==> config.mk <==
export PLATFORM = sky130hd
export DESIGN_NAME = qpht_ctrl
export DESIGN_NICKNAME = d
export VERILOG_FILES = /design/src/rtl/qpht_pkg.sv /design/src/rtl/qpht_ctrl.sv
export SDC_FILE = /design/constraint.sdc
export NUM_CORES = 1
export LEC_CHECK = 0
export BUFFER_PORTS_ARGS = -buffer_cell sky130_fd_sc_hd__buf_2
export CORE_MARGIN = 1
export CORE_UTILIZATION = 53
export CTS_CLUSTER_SIZE = 14
export DETAILED_ROUTE_END_ITERATION = 16
export GPL_ROUTABILITY_DRIVEN = 0
export PLACE_DENSITY = 0.83
export SYNTH_ARGS = -nofsm -noshare
export SYNTH_HDL_FRONTEND = slang
export SYNTH_SLANG_ARGS = --single-unit
==> constraint.sdc <==
create_clock -name clk -period 4.5 [get_ports clk]
set_clock_uncertainty 0.2 [all_clocks]
set_input_delay 0 -clock clk [delete_from_list [all_inputs] [get_ports clk]]
set_output_delay 0 -clock clk [all_outputs]
set_load 0.05 [all_outputs]
==> src/rtl/qpht_pkg.sv <==
`default_nettype none
// ----------------------------------------------------------------------------
// qpht_pkg
// Shared types and constants for the quadratic probe hash table.
// ----------------------------------------------------------------------------
package qpht_pkg;
	localparam int KEY_W = 64;
	localparam int CAP_W = 11;
	localparam int SLOT_COUNT = 1024;

	typedef enum logic [1:0] {
		OP_FIND     = 2'd0,
		OP_INSERT   = 2'd1,
		OP_DELETE   = 2'd2,
		OP_RETRIEVE = 2'd3
	} op_t;

	localparam logic [1:0] ST_EMPTY   = 2'd0;
	localparam logic [1:0] ST_LIVE    = 2'd1;
	localparam logic [1:0] ST_DELETED = 2'd2;

	// controller -> datapath commands
	typedef struct packed {
		logic load;       // capture operands, clear hash
		logic hash_step;  // fold one key byte
		logic mod_init;   // start remainder of hash by capacity
		logic mod_step;   // one restoring step
		logic home_set;   // current = home, i = 0
		logic rd;         // issue slot read at current
		logic next_probe; // advance probe index
		logic wr;         // write slot
		logic wr_key;     // write key as well
		logic cnt_inc;
		logic cnt_dec;
		logic sel_ret;    // current = slot_index
		logic clr_st;     // clearing sweep write
		logic clr_adv;
		logic out_en;
	} qpht_cmd_t;

	// datapath -> controller status
	typedef struct packed {
		logic hash_done;
		logic mod_done;
		logic hit;        // slot empty or key matches
		logic live;       // slot is live
		logic full;       // probe exhausted
		logic clr_last;
	} qpht_sts_t;
endpackage
`default_nettype wire

==> src/rtl/qpht_ctrl.sv <==
`default_nettype none
// ----------------------------------------------------------------------------
// qpht_ctrl
// Sequencer for the reset sweep, hash, modulo, probe, update and retrieve.
// ----------------------------------------------------------------------------
module qpht_ctrl (
	input  wire logic                 clk,
	input  wire logic                 arst_n,
	input  wire logic                 start,
	input  wire logic [1:0]           kind,
	input  wire qpht_pkg::qpht_sts_t  sts,
	output qpht_pkg::qpht_cmd_t       cmd,
	output logic                      busy,
	output logic                      done,
	output logic                      found,
	output logic                      status_code
);
	import qpht_pkg::*;

	typedef enum logic [9:0] {
		S_CLEAR = 10'b0000000001,
		S_IDLE  = 10'b0000000010,
		S_HASH  = 10'b0000000100,
		S_MOD   = 10'b0000001000,
		S_HOME  = 10'b0000010000,
		S_READ  = 10'b0000100000,
		S_WAIT  = 10'b0001000000,
		S_CHECK = 10'b0010000000,
		S_OUT   = 10'b0100000000,
		S_RET   = 10'b1000000000
	} state_t;

	state_t state_q, state_d;
	op_t    op_q;
	logic   found_d, full_d;

	always_ff @(posedge clk or negedge arst_n) begin
		if (!arst_n) begin
			state_q     <= S_CLEAR;
			op_q        <= OP_FIND;
			done        <= 1'b0;
			found       <= 1'b0;
			status_code <= 1'b0;
		end else begin
			state_q <= state_d;
			if (start && !busy) op_q <= op_t'(kind);
			done <= cmd.out_en;
			if (cmd.out_en) begin
				found       <= found_d;
				status_code <= full_d;
			end
		end
	end

	assign busy = (state_q != S_IDLE);

	always_comb begin
		state_d = state_q;
		cmd     = '0;
		found_d = 1'b0;
		full_d  = 1'b0;
		case (state_q)
			S_CLEAR: begin
				cmd.clr_st  = 1'b1;
				cmd.clr_adv = 1'b1;
				if (sts.clr_last) state_d = S_IDLE;
			end
			S_IDLE: begin
				if (start) begin
					cmd.load = 1'b1;
					if (op_t'(kind) == OP_RETRIEVE) begin
						cmd.sel_ret = 1'b1;
						state_d = S_RET;
					end else begin
						state_d = S_HASH;
					end
				end
			end
			S_HASH: begin
				cmd.hash_step = 1'b1;
				cmd.mod_init  = 1'b1;
				if (sts.hash_done) begin
					cmd.hash_step = 1'b0;
					state_d = S_MOD;
				end
			end
			S_MOD: begin
				cmd.mod_step = 1'b1;
				if (sts.mod_done) begin
					cmd.mod_step = 1'b0;
					state_d = S_HOME;
				end
			end
			S_HOME: begin
				cmd.home_set = 1'b1;
				state_d = S_READ;
			end
			S_READ: begin
				cmd.rd = 1'b1;
				state_d = S_WAIT;
			end
			S_WAIT: begin
				state_d = S_CHECK;
			end
			S_CHECK: begin
				// on exhaustion the slot just read is the home slot
				if (sts.full) begin
					full_d     = 1'b1;
					cmd.out_en = 1'b1;
					state_d    = S_IDLE;
				end else if (sts.hit) begin
					found_d    = sts.live;
					cmd.out_en = 1'b1;
					if (op_q == OP_INSERT && !sts.live) begin
						cmd.wr = 1'b1; cmd.wr_key = 1'b1; cmd.cnt_inc = 1'b1;
					end else if (op_q == OP_DELETE && sts.live) begin
						cmd.wr = 1'b1; cmd.cnt_dec = 1'b1;
					end
					state_d = S_IDLE;
				end else begin
					cmd.next_probe = 1'b1;
					state_d = S_OUT;
				end
			end
			S_OUT: begin
				// read the new slot; exhaustion is reported after the home slot is read
				cmd.rd  = 1'b1;
				state_d = S_WAIT;
			end
			S_RET: begin
				// slot data arrives this cycle
				found_d    = sts.live;
				cmd.out_en = 1'b1;
				state_d    = S_IDLE;
			end
			default: state_d = S_IDLE;
		endcase
	end
endmodule
`default_nettype wire
# Word-level counts from Yosys, hierarchy flattened

Index checks and enable logic that the tools add are counted.

Register bits: 15
Input bits: 11
Output and inout bits: 19
Word-level logic and storage cells: 66

Eq/ne operators: 18
Muxes and demuxes: 36
Reduce and logical (&&, ||, !) cells: 7

Operators by type and width:

| cell                                                 | count |
|---|---|
| one-hot mux 10 bit (8 select lines)                  | 1 |
| two-way mux 10 bit                                   | 5 |
| two-way mux 1 bit                                    | 20 |
| two-way mux 9 bit                                    | 2 |
| equality test 10 x 1 -> 1 bit, second input constant | 1 |
| equality test 10 bit, second input constant          | 1 |
| equality test 10 x 2 -> 1 bit, second input constant | 1 |
| equality test 10 x 3 -> 1 bit, second input constant | 1 |
| equality test 10 x 4 -> 1 bit, second input constant | 1 |
| equality test 10 x 5 -> 1 bit, second input constant | 1 |
| equality test 10 x 6 -> 1 bit, second input constant | 1 |
| equality test 10 x 7 -> 1 bit, second input constant | 1 |
| equality test 10 x 8 -> 1 bit, second input constant | 1 |
| equality test 10 x 9 -> 1 bit, second input constant | 1 |
| two-way mux 5 bit                                    | 2 |
| != test 10 x 2 -> 1 bit, second input constant       | 1 |
| != test 2 bit, second input constant                 | 4 |
| two-way mux 2 bit                                    | 3 |
| equality test 2 bit, second input constant           | 2 |
| two-way mux 4 bit                                    | 1 |
| one-hot mux 1 bit (2 select lines)                   | 2 |
| AND reduction 4 bit                                  | 1 |
| logical AND 1 bit                                    | 3 |
| equality test 2 x 1 -> 1 bit, second input constant  | 1 |
| 2 further kinds                                      | 3 |

# Longest topological paths before layout

Depth after elaboration: 7
Gate-level depth with buffers: 6
Gate-level depth less buffers: 5

# Least setup slack after synthesis

No wires, ideal clock.

Path kind: register to output
Start: reg state_q[6]
End: out cmd[2] (netlist bit)
Arrival time: 2969 ps
Required time: 4300 ps
Slack: 1331 ps
Stages on the path, launching flop included: 6
Path buffers: 2
Path through: dfrtp_1 buf_2 nor4_4 nand2_4 nor4_1 buf_4

RTL lines:

| item                   | RTL line        | text |
|---|---|---|
| start, declared        | qpht_ctrl.sv:33 | `state_t state_q, state_d;` |
| start signal, assigned | qpht_ctrl.sv:45 | `state_q <= state_d;` |
| end, declared          | qpht_ctrl.sv:12 | `output qpht_pkg::qpht_cmd_t cmd,` |

# Worst setup path in the final report

Start: reg state_q[5]
End: reg op_q[1]

Cells in the longest elaborated chain, start to end: 3

RTL lines:

| item                    | RTL line        | text |
|---|---|---|
| != test 10 x 2 -> 1 bit | qpht_ctrl.sv:55 | `assign busy = (state_q != S_IDLE);` |
| zero test 1 bit         | qpht_ctrl.sv:46 | `if (start && !busy) op_q <= op_t'(kind);` |
| logical AND 1 bit       | qpht_ctrl.sv:46 |  |
| end signal, assigned    | qpht_ctrl.sv:46 |  |
| end, declared           | qpht_ctrl.sv:34 | `op_t op_q;` |

Every way passes these cells.
A chain may end at the register's enable or synchronous reset.

==> impl_results.md <==
* Status: finished, violations left
* Failing checks: DRC
* Vias in the first global route at slightly above 900
* Later-pin clock latency in the skew report at a little under 0.3 ns
* Clk sinks at 15
* TritonCTS Buffers at 3
* IO Pins at 30
* Mapped Cells at 102
* Crit Path Max Fanout at 7
* Tot Pwr at 0.646 mW
* Root Buffer Master: clkbuf_4
* Sequential area share after synthesis at 0.410
* Die width at between 40 and 50 um
* Antenna diodes at 0
* Yosys cell types at 35
* Die area at 1910 um2
* Post-synth EDFFs at 0
* Area growth syn-to-layout at 34.3%
* WP data arrival at roughly 2.6 ns
* Core area at about 1600 um2
* Post-synth top flop: dfrtp_1
* Relative slew slack at 0.573
* Nets@finish at around 160
* Worst Setup End Kind: flip-flop
* PortBufs at 29
* Fin crit period at ~2.6 ns
* Total GRT Usage at 0.266
* Final Hold Viols at 0
* Final wirelength at roughly 2.3 mm
* DRC at 1
* Ys async rst share at 1.00
* First-pass GRT wire length at approximately 3.8 mm
* Worst-case hold slack at approximately 0.15 ns
* Worst setup SP type: flip-flop
* Number of buffers inserted by post-CTS setup repair at 0
* PostCTS Resize Cnt at 0
* HP Class: primary input to flip-flop
* H-tree Lvls at 1
* Setup-failing EPs final at 0
* Starting Density at 0.590
* Row cnt at 14
* Pin count of the biggest net entering global routing at 15
* Mapped Avg Cell Area at 9.02 um2
* Max stage delay cell, worst path: dlygate4sd3_1
* Layout cells sized above 1 at 0.297
* Power Density at approximately 520 nW/um2
* Routed via count at 928
* Setup_tns at 0 ns
* Max Fclk at roughly 380 MHz
* Most common cell after layout, fill and taps aside: buf_2
* Crit path largest cell delay at approximately 0.56 ns
* Mapped Area at about 920 um2
* Chip height at around 44 um
* Max-cap viol count at 0
* Final Util at 0.792
* Initial antenna violation count at 0
* Total gr overflow at 0
* Routed len/inst at ~15 um
* Post-DP HPWL at approximately 1.5 mm
* Yosys warnings at 0
* Worst IR drop on VDD at 0.000420 V
* CP cell instances: nor4_4 > nand2_4 > nor4_4 > nand2_2 > mux2_4 > dlygate4sd3_1
* Layout fillers at about 110
* 1st-pass router iterations at 10
* Cell mode on critical path: nor4_4
* Syn nets at about 110
* Final critical-path share of the clock period at 0.588
* Drt initial violations at 25
* Most frequent cells in the layout: buf_2, dlygate4sd3_1, dfrtp_1
* Final Non-Filler Cells at roughly 160
* RSZ-0062 raised after global routing: no
* Leakage at roughly 0.6 nW
* Antenna Nets Post-Route at 0
* Clock transition at the registers of the reported paths at about 0.10 ns
* Clk buf depth at 2
* Reg-to-reg slack, setup at approximately 1.9 ns
* Worst-margin pin slew at 0.639 ns
* Via-to-Cell Ratio at 5.76
* Placed cells at 142
* Post-synthesis register bit count at 15
* Required @ worst endpoint at approximately 4.5 ns
* Crit Path Category: flip-flop to flip-flop
* Max-slew violations at 0
* CTS tree: built
logic make-up (layout without fill, tap and decap cells):
| family | after synthesis | in the layout | share of synthesized area |
|---|---|---|---|
| AOI/OAI and AO/OA | 16 | 16 | 0.118 |
| DFF | 15 | 15 | 0.410 |
| xor gates and xnor gates | 2 | 2 | 0.0191 |
| muxes | 2 | 2 | 0.0327 |
| and+or+nand+nor | 57 | 57 | 0.370 |
| buffers and inverters | 10 | 53 | 0.0503 |
Yosys cell counts (all sizes together), types with 2 or more instances:
library cell   n  area share
nand2         10       0.052
nor3b          4       0.033
nor4           7       0.080
nor3           8       0.044
a21oi          4       0.022
o21ai          5       0.027
dfrtp         14        0.38
nand3b         2       0.016
inv            5       0.020
mux2           2       0.033
nor2          12       0.049
buf            3       0.022
clkbuf         2      0.0082
nand2b         3       0.020
nand4          2       0.014
nand3          4       0.022
where the power goes:
part	total (mW)	leakage [nW]	internal [mW]	switching, mW
clock network	0.0805	0.0177	0.0331	0.0474
registers	0.204	0.195	0.165	0.0395
logic	0.361	0.393	0.141	0.220
flip-flops by register name, summed over array words and instances (netlist names):
name,cells
state_q,10
op_q,2
done,1
status_code,1
found,1
worst max-delay path: cells and delay by family (launching register included):
kind	cells	cell delay (ns)
simple gates	4	1.00
buf+inv	1	0.56
flops	1	0.46
mux	1	0.31
path summary, 6_finish.rpt:
path / startpoint / endpoint / cells after the start
setup / recovery: state_q[5] / op_q[1] / 6
hold / removal: start / state_q[9] / 5
setup reg to reg: state_q[5] / op_q[1] / 6
hold reg to reg: status_code / status_code / 2
max in group asynchronous: arst_n / done / 4
min in group asynchronous: arst_n / state_q[0] / 3
metrics by stage:
stage	setup WS, ns	cell area, um2
after floorplan	1.33	920
after global placement	2.47	1060
after detailed placement	2.43	1060
after CTS	1.85	1230
after global routing	1.68	1230
final	1.85	1230
cell type report:
| cell class | instances | area (um2) | area share |
|---|---|---|---|
| multi-input combinational | 77 | 497 | 0.402 |
| sequential | 15 | 377 | 0.305 |
| timing repair buffer | 44 | 295 | 0.239 |
| clock buffer | 3 | 22.5 | 0.0182 |
| tap | 16 | 20.0 | 0.0162 |
| inverter | 5 | 18.8 | 0.0152 |
| clock inverter | 1 | 5.00 | 0.00405 |
layer usage:
layer	routed length (um)	track usage	vias to the layer above
met2	1210	0.487	28
met5	0	0	-
met4	29	0.0875	0
li1	-	-	455
met1	1020	0.307	441
met3	88	0.0542	4
timing repair:
item                                   4_1_cts  5_1_grt
hold buffers                                15        0
endpoints found under the hold margin       25        0
setup endpoints to repair                    0        0
Power figures use the tool's default switching activity.
